**config.mk**
```make
export PLATFORM = sky130hd
export DESIGN_NAME = round_robin_task_scheduler_core_flat
export DESIGN_NICKNAME = d
export VERILOG_FILES = /design/src/rtl/core/rrts_pkg.sv /design/src/rtl/core/rrts_if.sv /design/src/rtl/core/round_robin_task_scheduler_core.sv /design/src/flat_wrapper.sv
export SDC_FILE = /design/constraint.sdc
export NUM_CORES = 1
export LEC_CHECK = 0
export BUFFER_PORTS_ARGS = -buffer_cell sky130_fd_sc_hd__buf_2
export CAP_MARGIN = 20
export CORE_MARGIN = 2
export CORE_UTILIZATION = 55
export DETAILED_ROUTE_END_ITERATION = 8
export PLACE_DENSITY = 0.74
export SYNTH_ARGS = -nofsm -noshare
export SYNTH_HDL_FRONTEND = slang
export SYNTH_SLANG_ARGS = --single-unit
```
**constraint.sdc**
```tcl
create_clock -name clock -period 3.79 [get_ports clock]
set_input_delay 0.5685 -clock clock [delete_from_list [all_inputs] [get_ports clock]]
set_output_delay 0.5685 -clock clock [all_outputs]
set_load 0.02 [all_outputs]
```
**src/rtl/core/rrts_pkg.sv**
```systemverilog
// shared types, constants and helpers for the round-robin task scheduler
// no dependencies; used by the channel interfaces and the core
package rrts_pkg;

   localparam int QUEUE_DEPTH = 16;
   localparam int IDX_W       = $clog2(QUEUE_DEPTH);
   localparam int CNT_W       = $clog2(QUEUE_DEPTH + 1);
   localparam int ID_W        = 8;
   localparam int SLICE_W     = 17;
   localparam int RELOAD_W    = 16;
   localparam int CMD_W       = 3;
   localparam int ERR_W       = 2;
   localparam int COUNT_W     = 5;

   localparam logic [RELOAD_W-1:0] RELOAD_RESET = RELOAD_W'(10);
   localparam logic signed [SLICE_W-1:0] SLICE_MIN = {1'b1, {(SLICE_W-1){1'b0}}};

   typedef logic [IDX_W-1:0] idx_type;
   typedef logic [CNT_W-1:0] cnt_type;

   typedef enum logic [CMD_W-1:0] {
      CMD_ENQUEUE     = 3'd0,
      CMD_REMOVE      = 3'd1,
      CMD_TICK        = 3'd2,
      CMD_MAYBE_SCHED = 3'd3,
      CMD_SCHEDULE    = 3'd4
   } cmd_type;

   typedef enum logic [ERR_W-1:0] {
      ERR_OK        = 2'd0,
      ERR_FULL      = 2'd1,
      ERR_NOT_FOUND = 2'd2,
      ERR_EMPTY     = 2'd3
   } err_type;

   typedef enum logic [2:0] {
      ST_IDLE,
      ST_DECODE,
      ST_MODIFY,
      ST_WALK,
      ST_FETCH,
      ST_LOAD
   } state_type;

   typedef struct packed {
      logic [ID_W-1:0]           id;
      logic signed [SLICE_W-1:0] slice;
   } entry_type;

   // circular index arithmetic: base + off wrapped into the queue depth
   function automatic idx_type idx_add(idx_type base, cnt_type off);
      logic [CNT_W:0] sum;
      sum = (CNT_W+1)'(base) + (CNT_W+1)'(off);
      if (sum >= (CNT_W+1)'(QUEUE_DEPTH)) begin
         sum = sum - (CNT_W+1)'(QUEUE_DEPTH);
      end
      return sum[IDX_W-1:0];
   endfunction

endpackage

```
**src/rtl/core/rrts_if.sv**
```systemverilog
// valid/ready channel interfaces for the scheduler command and result items
// depends on rrts_pkg for field widths
interface rrts_req_if;
   logic                       valid;
   logic                       ready;
   logic [rrts_pkg::CMD_W-1:0] cmd;
   logic [rrts_pkg::ID_W-1:0]  task_id;

   modport source (output valid, output cmd, output task_id, input ready);
   modport sink   (input valid, input cmd, input task_id, output ready);
endinterface

interface rrts_rsp_if;
   logic                         valid;
   logic                         ready;
   logic [rrts_pkg::ID_W-1:0]    running_id;
   logic [rrts_pkg::COUNT_W-1:0] queue_count;
   logic                         switched;
   logic [rrts_pkg::ERR_W-1:0]   error;

   modport source (output valid, output running_id, output queue_count,
                   output switched, output error, input ready);
   modport sink   (input valid, input running_id, input queue_count,
                   input switched, input error, output ready);
endinterface

```
**src/rtl/core/round_robin_task_scheduler_core.sv**
```systemverilog
// round-robin run queue with per-task time slice, one command item at a time
// depends on rrts_pkg and the channel interfaces in rrts_if.sv
//
// usage:
//   req_ch carries one command item (cmd, task_id); rsp_ch returns exactly one
//   result item (running_id, queue_count, switched, error) per command.
//   csr_wr_en/csr_wr_data write the slice reload value; the user must do so
//   only while the block is idle, which the block itself does not enforce.
// sequence: decode; then, on a non-empty queue, modify (tick, schedule, or a
//   rescheduling maybe-schedule) or walk (remove); then fetch and load.
//   the queue lives in a single-port-read, single-port-write memory with a
//   registered read, so the sequencer walks it one entry per cycle.
// handshake: one item in flight; req_ch.ready is high only while the
//   sequencer is idle, so a new item is taken only after the last one's
//   result is loaded; the next item may be taken while a result still waits.
// reset: queue empty, reschedule flag clear, slice reload 10; no clearing
//   pass, as only entries below the fill count are ever reported.
// stall: when rsp_ch.ready is low the result register holds, and the
//   sequencer waits in its last step with the next result until it drains.
module round_robin_task_scheduler_core (
   input  logic                           clock,
   input  logic                           reset,
   rrts_req_if.sink                       req_ch,
   rrts_rsp_if.source                     rsp_ch,
   input  logic                           csr_wr_en,
   input  logic [rrts_pkg::RELOAD_W-1:0]  csr_wr_data
);

   rrts_pkg::state_type state_ff, state_in;
   rrts_pkg::idx_type   head_ff, head_in;
   rrts_pkg::cnt_type   len_ff, len_in;
   rrts_pkg::idx_type   rd_ptr_ff, rd_ptr_in;
   rrts_pkg::idx_type   wr_ptr_ff, wr_ptr_in;
   rrts_pkg::cnt_type   k_ff, k_in;
   rrts_pkg::cnt_type   w_ff, w_in;
   logic                resched_ff, resched_in;
   logic [rrts_pkg::RELOAD_W-1:0] reload_ff;
   logic [rrts_pkg::CMD_W-1:0]    cmd_ff, cmd_in;
   logic [rrts_pkg::ID_W-1:0]     id_ff, id_in;
   rrts_pkg::err_type   err_ff, err_in;
   logic                sw_ff, sw_in;

   logic                rsp_valid_ff, rsp_valid_in;
   logic [rrts_pkg::ID_W-1:0]    rsp_id_ff, rsp_id_in;
   logic [rrts_pkg::COUNT_W-1:0] rsp_count_ff, rsp_count_in;
   logic                rsp_sw_ff, rsp_sw_in;
   rrts_pkg::err_type   rsp_err_ff, rsp_err_in;

   rrts_pkg::entry_type mem [rrts_pkg::QUEUE_DEPTH];
   rrts_pkg::entry_type rd_data_ff;
   logic                rd_en;
   rrts_pkg::idx_type   rd_addr;
   logic                wr_en;
   rrts_pkg::idx_type   wr_addr;
   rrts_pkg::entry_type wr_data;

   logic                req_fire;
   logic                out_free;
   logic                is_empty;
   logic                is_full;
   logic                keep;
   rrts_pkg::cnt_type   w_next;
   rrts_pkg::idx_type   tail;
   logic signed [rrts_pkg::SLICE_W-1:0] slice_dec;
   logic signed [rrts_pkg::SLICE_W-1:0] slice_reload;

   assign req_ch.ready = (state_ff == rrts_pkg::ST_IDLE);
   assign req_fire     = req_ch.valid && req_ch.ready;
   assign out_free     = !rsp_valid_ff || rsp_ch.ready;
   assign is_empty     = (len_ff == '0);
   assign is_full      = (len_ff == rrts_pkg::CNT_W'(rrts_pkg::QUEUE_DEPTH));
   assign keep         = (rd_data_ff.id != id_ff);
   assign w_next       = keep ? w_ff + rrts_pkg::CNT_W'(1) : w_ff;
   assign tail         = rrts_pkg::idx_add(head_ff, len_ff);
   assign slice_reload = rrts_pkg::SLICE_W'({1'b0, reload_ff});
   // saturating decrement at the most negative slice
   assign slice_dec    = (rd_data_ff.slice == rrts_pkg::SLICE_MIN) ?
                         rrts_pkg::SLICE_MIN :
                         rd_data_ff.slice - rrts_pkg::SLICE_W'(1);

   assign rsp_ch.valid       = rsp_valid_ff;
   assign rsp_ch.running_id  = rsp_id_ff;
   assign rsp_ch.queue_count = rsp_count_ff;
   assign rsp_ch.switched    = rsp_sw_ff;
   assign rsp_ch.error       = rsp_err_ff;

   // next state
   always_comb begin
      state_in = state_ff;
      unique case (state_ff)
         rrts_pkg::ST_IDLE: begin
            if (req_fire) begin
               state_in = rrts_pkg::ST_DECODE;
            end
         end
         rrts_pkg::ST_DECODE: begin
            state_in = rrts_pkg::ST_FETCH;
            unique case (cmd_ff) inside
               rrts_pkg::CMD_REMOVE: begin
                  if (!is_empty) begin
                     state_in = rrts_pkg::ST_WALK;
                  end
               end
               rrts_pkg::CMD_TICK, rrts_pkg::CMD_SCHEDULE: begin
                  if (!is_empty) begin
                     state_in = rrts_pkg::ST_MODIFY;
                  end
               end
               rrts_pkg::CMD_MAYBE_SCHED: begin
                  if (resched_ff && !is_empty) begin
                     state_in = rrts_pkg::ST_MODIFY;
                  end
               end
               default: begin
                  state_in = rrts_pkg::ST_FETCH;
               end
            endcase
         end
         rrts_pkg::ST_MODIFY: begin
            state_in = rrts_pkg::ST_FETCH;
         end
         rrts_pkg::ST_WALK: begin
            if (k_ff == len_ff) begin
               state_in = rrts_pkg::ST_FETCH;
            end
         end
         rrts_pkg::ST_FETCH: begin
            state_in = rrts_pkg::ST_LOAD;
         end
         rrts_pkg::ST_LOAD: begin
            if (out_free) begin
               state_in = rrts_pkg::ST_IDLE;
            end
         end
         default: begin
            state_in = rrts_pkg::ST_IDLE;
         end
      endcase
   end

   // datapath control
   always_comb begin
      head_in      = head_ff;
      len_in       = len_ff;
      rd_ptr_in    = rd_ptr_ff;
      wr_ptr_in    = wr_ptr_ff;
      k_in         = k_ff;
      w_in         = w_ff;
      resched_in   = resched_ff;
      cmd_in       = cmd_ff;
      id_in        = id_ff;
      err_in       = err_ff;
      sw_in        = sw_ff;
      rd_en        = 1'b0;
      rd_addr      = head_ff;
      wr_en        = 1'b0;
      wr_addr      = tail;
      wr_data      = rd_data_ff;
      rsp_valid_in = rsp_valid_ff && !rsp_ch.ready;
      rsp_id_in    = rsp_id_ff;
      rsp_count_in = rsp_count_ff;
      rsp_sw_in    = rsp_sw_ff;
      rsp_err_in   = rsp_err_ff;

      unique case (state_ff)
         rrts_pkg::ST_IDLE: begin
            if (req_fire) begin
               cmd_in = req_ch.cmd;
               id_in  = req_ch.task_id;
               err_in = rrts_pkg::ERR_OK;
               sw_in  = 1'b0;
            end
         end
         rrts_pkg::ST_DECODE: begin
            unique case (cmd_ff) inside
               rrts_pkg::CMD_ENQUEUE: begin
                  if (is_full) begin
                     err_in = rrts_pkg::ERR_FULL;
                  end else begin
                     wr_en   = 1'b1;
                     wr_addr = tail;
                     wr_data = '{id: id_ff, slice: slice_reload};
                     len_in  = len_ff + rrts_pkg::CNT_W'(1);
                  end
               end
               rrts_pkg::CMD_REMOVE: begin
                  if (is_empty) begin
                     err_in = rrts_pkg::ERR_NOT_FOUND;
                  end else begin
                     rd_en     = 1'b1;
                     rd_addr   = head_ff;
                     rd_ptr_in = rrts_pkg::idx_add(head_ff, rrts_pkg::CNT_W'(1));
                     wr_ptr_in = head_ff;
                     k_in      = rrts_pkg::CNT_W'(1);
                     w_in      = '0;
                  end
               end
               rrts_pkg::CMD_TICK, rrts_pkg::CMD_SCHEDULE: begin
                  if (is_empty) begin
                     err_in = rrts_pkg::ERR_EMPTY;
                  end else begin
                     rd_en = 1'b1;
                  end
               end
               rrts_pkg::CMD_MAYBE_SCHED: begin
                  if (resched_ff) begin
                     resched_in = 1'b0;
                     if (is_empty) begin
                        err_in = rrts_pkg::ERR_EMPTY;
                     end else begin
                        rd_en = 1'b1;
                     end
                  end
               end
               default: begin
                  err_in = rrts_pkg::ERR_OK;
               end
            endcase
         end
         rrts_pkg::ST_MODIFY: begin
            if (cmd_ff == rrts_pkg::CMD_TICK) begin
               wr_en   = 1'b1;
               wr_addr = head_ff;
               wr_data = '{id: rd_data_ff.id, slice: slice_dec};
               if (slice_dec <= 0) begin
                  resched_in = 1'b1;
               end
            end else begin
               // rotation: copy the front entry to the tail slot, advance head
               wr_en   = 1'b1;
               wr_addr = tail;
               if (cmd_ff == rrts_pkg::CMD_MAYBE_SCHED) begin
                  wr_data = '{id: rd_data_ff.id, slice: slice_reload};
               end
               head_in = rrts_pkg::idx_add(head_ff, rrts_pkg::CNT_W'(1));
               sw_in   = 1'b1;
            end
         end
         rrts_pkg::ST_WALK: begin
            // rd_data_ff holds entry k-1; survivors are packed toward head
            if (keep) begin
               wr_en     = 1'b1;
               wr_addr   = wr_ptr_ff;
               wr_ptr_in = rrts_pkg::idx_add(wr_ptr_ff, rrts_pkg::CNT_W'(1));
            end
            w_in = w_next;
            if (k_ff != len_ff) begin
               rd_en     = 1'b1;
               rd_addr   = rd_ptr_ff;
               rd_ptr_in = rrts_pkg::idx_add(rd_ptr_ff, rrts_pkg::CNT_W'(1));
               k_in      = k_ff + rrts_pkg::CNT_W'(1);
            end else begin
               len_in = w_next;
               if (w_next == len_ff) begin
                  err_in = rrts_pkg::ERR_NOT_FOUND;
               end
            end
         end
         rrts_pkg::ST_FETCH: begin
            rd_en   = 1'b1;
            rd_addr = head_ff;
         end
         rrts_pkg::ST_LOAD: begin
            if (out_free) begin
               rsp_valid_in = 1'b1;
               rsp_id_in    = is_empty ? '0 : rd_data_ff.id;
               rsp_count_in = rrts_pkg::COUNT_W'(len_ff);
               rsp_sw_in    = sw_ff;
               rsp_err_in   = err_ff;
            end
         end
         default: begin
            rd_en = 1'b0;
         end
      endcase
   end

   always_ff @(posedge clock) begin
      if (reset) begin
         state_ff     <= rrts_pkg::ST_IDLE;
         head_ff      <= '0;
         len_ff       <= '0;
         resched_ff   <= 1'b0;
         reload_ff    <= rrts_pkg::RELOAD_RESET;
         rsp_valid_ff <= 1'b0;
      end else begin
         state_ff     <= state_in;
         head_ff      <= head_in;
         len_ff       <= len_in;
         resched_ff   <= resched_in;
         rsp_valid_ff <= rsp_valid_in;
         if (csr_wr_en) begin
            reload_ff <= csr_wr_data;
         end
      end
   end

   always_ff @(posedge clock) begin
      rd_ptr_ff    <= rd_ptr_in;
      wr_ptr_ff    <= wr_ptr_in;
      k_ff         <= k_in;
      w_ff         <= w_in;
      cmd_ff       <= cmd_in;
      id_ff        <= id_in;
      err_ff       <= err_in;
      sw_ff        <= sw_in;
      rsp_id_ff    <= rsp_id_in;
      rsp_count_ff <= rsp_count_in;
      rsp_sw_ff    <= rsp_sw_in;
      rsp_err_ff   <= rsp_err_in;
   end

   // queue memory
   always_ff @(posedge clock) begin
      if (wr_en) begin
         mem[wr_addr] <= wr_data;
      end
   end

   always_ff @(posedge clock) begin
      if (rd_en) begin
         rd_data_ff <= mem[rd_addr];
      end
   end

   a_len_bound: assert property (@(posedge clock) disable iff (reset)
      len_ff <= rrts_pkg::CNT_W'(rrts_pkg::QUEUE_DEPTH))
      else $error("queue length beyond depth");

   a_walk_order: assert property (@(posedge clock) disable iff (reset)
      (state_ff == rrts_pkg::ST_WALK) |-> (k_ff <= len_ff && w_ff < k_ff))
      else $error("remove walk counters out of order");

   a_accept_decode: assert property (@(posedge clock) disable iff (reset)
      req_fire |=> (state_ff == rrts_pkg::ST_DECODE))
      else $error("accepted item not decoded");

   a_switch_ok: assert property (@(posedge clock) disable iff (reset)
      (rsp_valid_ff && rsp_sw_ff) |->
         (rsp_err_ff == rrts_pkg::ERR_OK && rsp_count_ff != '0))
      else $error("switch reported with error or empty queue");

   a_full_count: assert property (@(posedge clock) disable iff (reset)
      (rsp_valid_ff && rsp_err_ff == rrts_pkg::ERR_FULL) |->
         (rsp_count_ff == rrts_pkg::COUNT_W'(rrts_pkg::QUEUE_DEPTH)))
      else $error("full error without a full queue");

endmodule

```
**src/flat_wrapper.sv**
```systemverilog
// flat-port wrapper written by rule: the top's interface ports become plain ports
module round_robin_task_scheduler_core_flat 
  (clock, reset, csr_wr_en, csr_wr_data, req_ch_valid, req_ch_cmd, req_ch_task_id, req_ch_ready, rsp_ch_valid, rsp_ch_running_id, rsp_ch_queue_count, rsp_ch_switched, rsp_ch_error, rsp_ch_ready);
  rrts_req_if req_ch_i ();
  rrts_rsp_if rsp_ch_i ();
  input  logic clock;
  input  logic reset;
  input  logic csr_wr_en;
  input  logic [rrts_pkg::RELOAD_W-1:0] csr_wr_data;
  input wire logic [$bits(req_ch_i.valid)-1:0] req_ch_valid;
  input wire logic [$bits(req_ch_i.cmd)-1:0] req_ch_cmd;
  input wire logic [$bits(req_ch_i.task_id)-1:0] req_ch_task_id;
  output wire logic [$bits(req_ch_i.ready)-1:0] req_ch_ready;
  output wire logic [$bits(rsp_ch_i.valid)-1:0] rsp_ch_valid;
  output wire logic [$bits(rsp_ch_i.running_id)-1:0] rsp_ch_running_id;
  output wire logic [$bits(rsp_ch_i.queue_count)-1:0] rsp_ch_queue_count;
  output wire logic [$bits(rsp_ch_i.switched)-1:0] rsp_ch_switched;
  output wire logic [$bits(rsp_ch_i.error)-1:0] rsp_ch_error;
  input wire logic [$bits(rsp_ch_i.ready)-1:0] rsp_ch_ready;
  assign req_ch_i.valid = req_ch_valid;
  assign req_ch_i.cmd = req_ch_cmd;
  assign req_ch_i.task_id = req_ch_task_id;
  assign req_ch_ready = req_ch_i.ready;
  assign rsp_ch_valid = rsp_ch_i.valid;
  assign rsp_ch_running_id = rsp_ch_i.running_id;
  assign rsp_ch_queue_count = rsp_ch_i.queue_count;
  assign rsp_ch_switched = rsp_ch_i.switched;
  assign rsp_ch_error = rsp_ch_i.error;
  assign rsp_ch_i.ready = rsp_ch_ready;
  round_robin_task_scheduler_core u_core (.clock(clock), .reset(reset), .req_ch(req_ch_i), .rsp_ch(rsp_ch_i), .csr_wr_en(csr_wr_en), .csr_wr_data(csr_wr_data));
endmodule
```
==> flow_summary_export.csv <==
group,metric,value,unit
status,outcome,"finished clean",
worst_setup_path,startpoint_type,"flip-flop",
hold_path,holdPathEnd,"u_core.id_ff[4]",
logic_synthesis,synth-simple-area-share,7.97,%
logic_synthesis,synth_top_family_by_area,"compound AO/OA/AOI/OAI gates",
placement,port_buffers,49,
clock_tree,cts_resized,0,
clock_tree,clkTransAtPathRegs,0.06,ns
logic_synthesis,ys_warn_count,0,
clock_tree,clk_latency,0.60,ns
timing,rsz0062_at_grt,"false",
worst_setup_path,cp_data_required_time,4.11,ns
route,totalWireLength,55000,um
die,initial_utilization,56.1,%
worst_setup_path,reg2reg_slack,0.18,ns
logic_synthesis,synth.avg_cell_area,14.5,sq um
global_routing,grt_pass1_vias,13800,
clock_tree,cts_tree,"built",
timing,period_minus_slack,3.61,ns
hold_path,min_path_type,"input port to flip-flop",
worst_setup_path,setup.worst_path.class,"flip-flop to flip-flop",
logic_synthesis,synthMuxAreaShare,9.46,%
placement,place_area,23200,sq um
clock_tree,htree_levels,2,
route,wl_per_cell,25.9,um
logic_synthesis,synth_edf_count,473,
power,powerDensity,457,nW/um^2
route,drt-initial-drc-count,1601,
placement,gp_congestion,0.900,
timing,setup_violations,0,
clock_tree,cts_buffer_depth,3,
worst_setup_path,reg2reg_from,"u_core.len_ff[1]",
route,detail-route-antenna-nets,0,
cells_and_area,seq_area,14800,sq um
cells_and_area,fin_area,24800,sq um
clock_tree,hold_buffers,0,
global_routing,grt_overflow,0,
die,die-area,41200,sq um
die,die_y,203,um
route,viasPerCell,6.61,
clock_tree,post-cts-setup-buffer-count,0,
route,drc,0,
cells_and_area,fin_nets,1612,
hold_path,hold_path_depth,1,
logic_synthesis,synthAdderAreaFrac,0.724,%
timing,slew-limit-headroom,25.5,%
logic_synthesis,ys_seq_elements,503,
route,num_vias,14000,
die,die_w,203,um
global_routing,antenna_found_initial,0,
die,std_cell_rows,72,
timing,finalHoldViolCount,0,
die,pin_count,50,
cells_and_area,syn2layout_area_growth,13.8,%
logic_synthesis,ys_seq_area_share,68.0,%
placement,dp.cells,2031,
timing,drv_slew,0,
clock_tree,numCtsBuffers,51,
global_routing,grt_usage,26.7,%
cells_and_area,multiInputGateArea,6670,sq um
timing,fin_crit_sh,95.3,%
clock_tree,cts.sinks,503,
worst_setup_path,arrival,3.93,ns
cells_and_area,antennaDiodeCount,0,
cells_and_area,final_cells,2122,
die,core_area,38800,sq um
placement,hpwl,31800,um
power,ir_drop,0.344,mV
worst_setup_path,r2r_end,"u_core.rd_data_ff[0]",
global_routing,grt_max_degree,103,
timing,timing.fmax,0.277,GHz
logic_synthesis,synth_flop_cell,"edfxtp_1",
cells_and_area,final.fill_count,2744,
global_routing,grt_pass1_wl,82500,um
logic_synthesis,synth_compound_area_share,9.85,%
logic_synthesis,synth_cells,1500,
hold_path,hp-start,"req_ch_task_id[4]",
worst_setup_path,r2r_cells,8,
worst_setup_path,cp_max_fo,75,
run,cap_viol_max_count,0,
logic_synthesis,ys_types,64,
logic_synthesis,ys_async_sr_fraction,0,%
power,power.leakage,0.00898,uW
logic_synthesis,synth_nets,1544,
worst_setup_path,crit_path_end_kind,"flip-flop",
timing,fin_skew,0.0258,ns
clock_tree,cts_root_buf,"clkbuf_16",
timing,worst_slew_pin_slew,1.11,ns
cells_and_area,layout-drive-gt1-share,16.0,%
logic_synthesis,netlist_area,21800,sq um
timing,setup_tns,0,ns
logic_synthesis,synth-xor-area-share,1.69,%
route,dr.pass1.iters,5,
cell usage after synthesis (8+ instances only):
library cell | number | area, sq um
inv_1 | 12 | 45.0
a31oi_1 | 80 | 500
mux2_2 | 34 | 383
ha_1 | 11 | 138
mux2i_1 | 166 | 1660
clkbuf_1 | 67 | 251
or4_1 | 26 | 195
xnor2_1 | 22 | 193
dfxtp_1 | 30 | 601
nand2b_1 | 8 | 50.1
a22oi_1 | 55 | 413
buf_2 | 26 | 130
edfxtp_1 | 473 | 14200
nand3_1 | 18 | 90.1
a21oi_1 | 30 | 150
nand2_1 | 42 | 158
o21ai_0 | 42 | 210
nor4b_1 | 50 | 438
o22ai_1 | 76 | 475
nor2_1 | 75 | 282
xor2_1 | 20 | 175
nor2b_1 | 19 | 119
nor3_1 | 17 | 85.1
cell type report:
cell class,instances,share of cell area (%)
clock inverter,17,0.727
timing repair buffer,116,4.17
clock buffer,72,5.64
multi-input combinational,884,26.9
inverter,12,0.182
tap,518,2.62
sequential,503,59.8
logic make-up (layout without fill, tap and decap cells):
family / Yosys count / count (layout)
multiplexers: 201 / 201
XOR/XNOR: 42 / 42
flip-flops: 503 / 503
adder cells (fa/ha/maj): 12 / 12
buffers and inverters: 113 / 217
AND/OR/NAND/NOR: 301 / 301
AO/OA/AOI/OAI: 328 / 328
worst max path at each step:
stage,start,end,slack [ns],depth (start not counted)
after detailed placement,u_core.k_ff[1],u_core.rd_data_ff[0],0.27,8
final,u_core.len_ff[1],u_core.rd_data_ff[0],0.18,8
after global placement,u_core.k_ff[2],u_core.rd_data_ff[0],0.30,8
after CTS,u_core.len_ff[1],u_core.rd_data_ff[0],0.26,8
after global routing,u_core.len_ff[1],u_core.rd_data_ff[0],0.02,8
after floorplan,u_core.len_ff[1],u_core.rd_data_ff[0],0.11,8
state kept, by name, indices dropped and copies added (netlist names), 2 cells and up:
register / cells
u_core.rsp_ch.running_id: 8
u_core.mem: 400
u_core.reload_ff: 16
u_core.state_ff: 3
u_core.wr_ptr_ff: 4
u_core.head_ff: 4
u_core.err_ff: 2
u_core.cmd_ff: 3
u_core.rd_ptr_ff: 4
u_core.id_ff: 8
u_core.rd_data_ff: 25
u_core.rsp_ch.error: 2
u_core.k_ff: 5
u_core.w_ff: 5
u_core.len_ff: 5
u_core.rsp_ch.queue_count: 5
layout by cell type, fill, tap and decap left out, types with 5 or more instances in the layout:
cell type  instances
buf_4             43
edfxtp_1         473
clkinv_1           5
dfxtp_1           30
nor2_1            59
nand2b_1           8
a22oi_1           55
or3_1              7
xor2_1            20
nor2b_1           19
o22ai_1           76
nor4_1             6
a221o_1            7
buf_12            22
nor4b_1           50
inv_1             12
a21o_1             6
mux2i_1          165
xnor2_1           22
clkbuf_16         53
a31oi_1           77
nor2_4            12
nor3b_1            5
mux2_2            34
clkbuf_1          19
and2_1             7
nand3_1           18
nand2_1           42
nor3_1            17
o21ai_0           40
ha_1              11
or2_2              5
buf_2             49
a21oi_1           30
or4_1             26
per-layer routing:
metal	track usage (%)	share of wire, %	routed length (um)	up-vias
li1	-	-	-	6105
met1	36.7	40	22100	7039
met2	42.1	46	25500	741
met3	4.78	9.3	5090	141
met4	11.7	4.1	2270	0
met5	0	0	0	-
critical path: stages (launching register included):
cell,delay (ns)
dfxtp_1,0.51
xor2_1,0.15
nor2_1,0.56
a31o_2,0.27
or2_2,0.11
buf_4,0.69
mux2_2,0.30
a31oi_1,0.09
or4_1,0.63
power by group:
part	internal [uW]	switching, uW	total (uW)	leakage [uW]
Sequential	6150	53.1	6200	0.00451
Clock	2770	2050	4820	0.000756
Combinational	99.6	209	308	0.00371
Total	9020	2310	11300	0.00898
through the flow:
| step | util (%) | power (uW) | hold WS (ns) | worst slack [ns] |
|---|---|---|---|---|
| 2_1_floorplan | - | 6480 | 0.400 | 0.112 |
| 3_3_place_gp | 59.7 | 6600 | 0.403 | 0.299 |
| 3_5_place_dp | 59.7 | 6620 | 0.413 | 0.271 |
| 4_1_cts | 63.7 | 11400 | 0.128 | 0.260 |
| 5_1_grt | 63.8 | 11600 | 0.136 | 0.0217 |
| 6_report | 63.8 | 11300 | 0.153 | 0.179 |
Power figures use the tool's default switching activity.
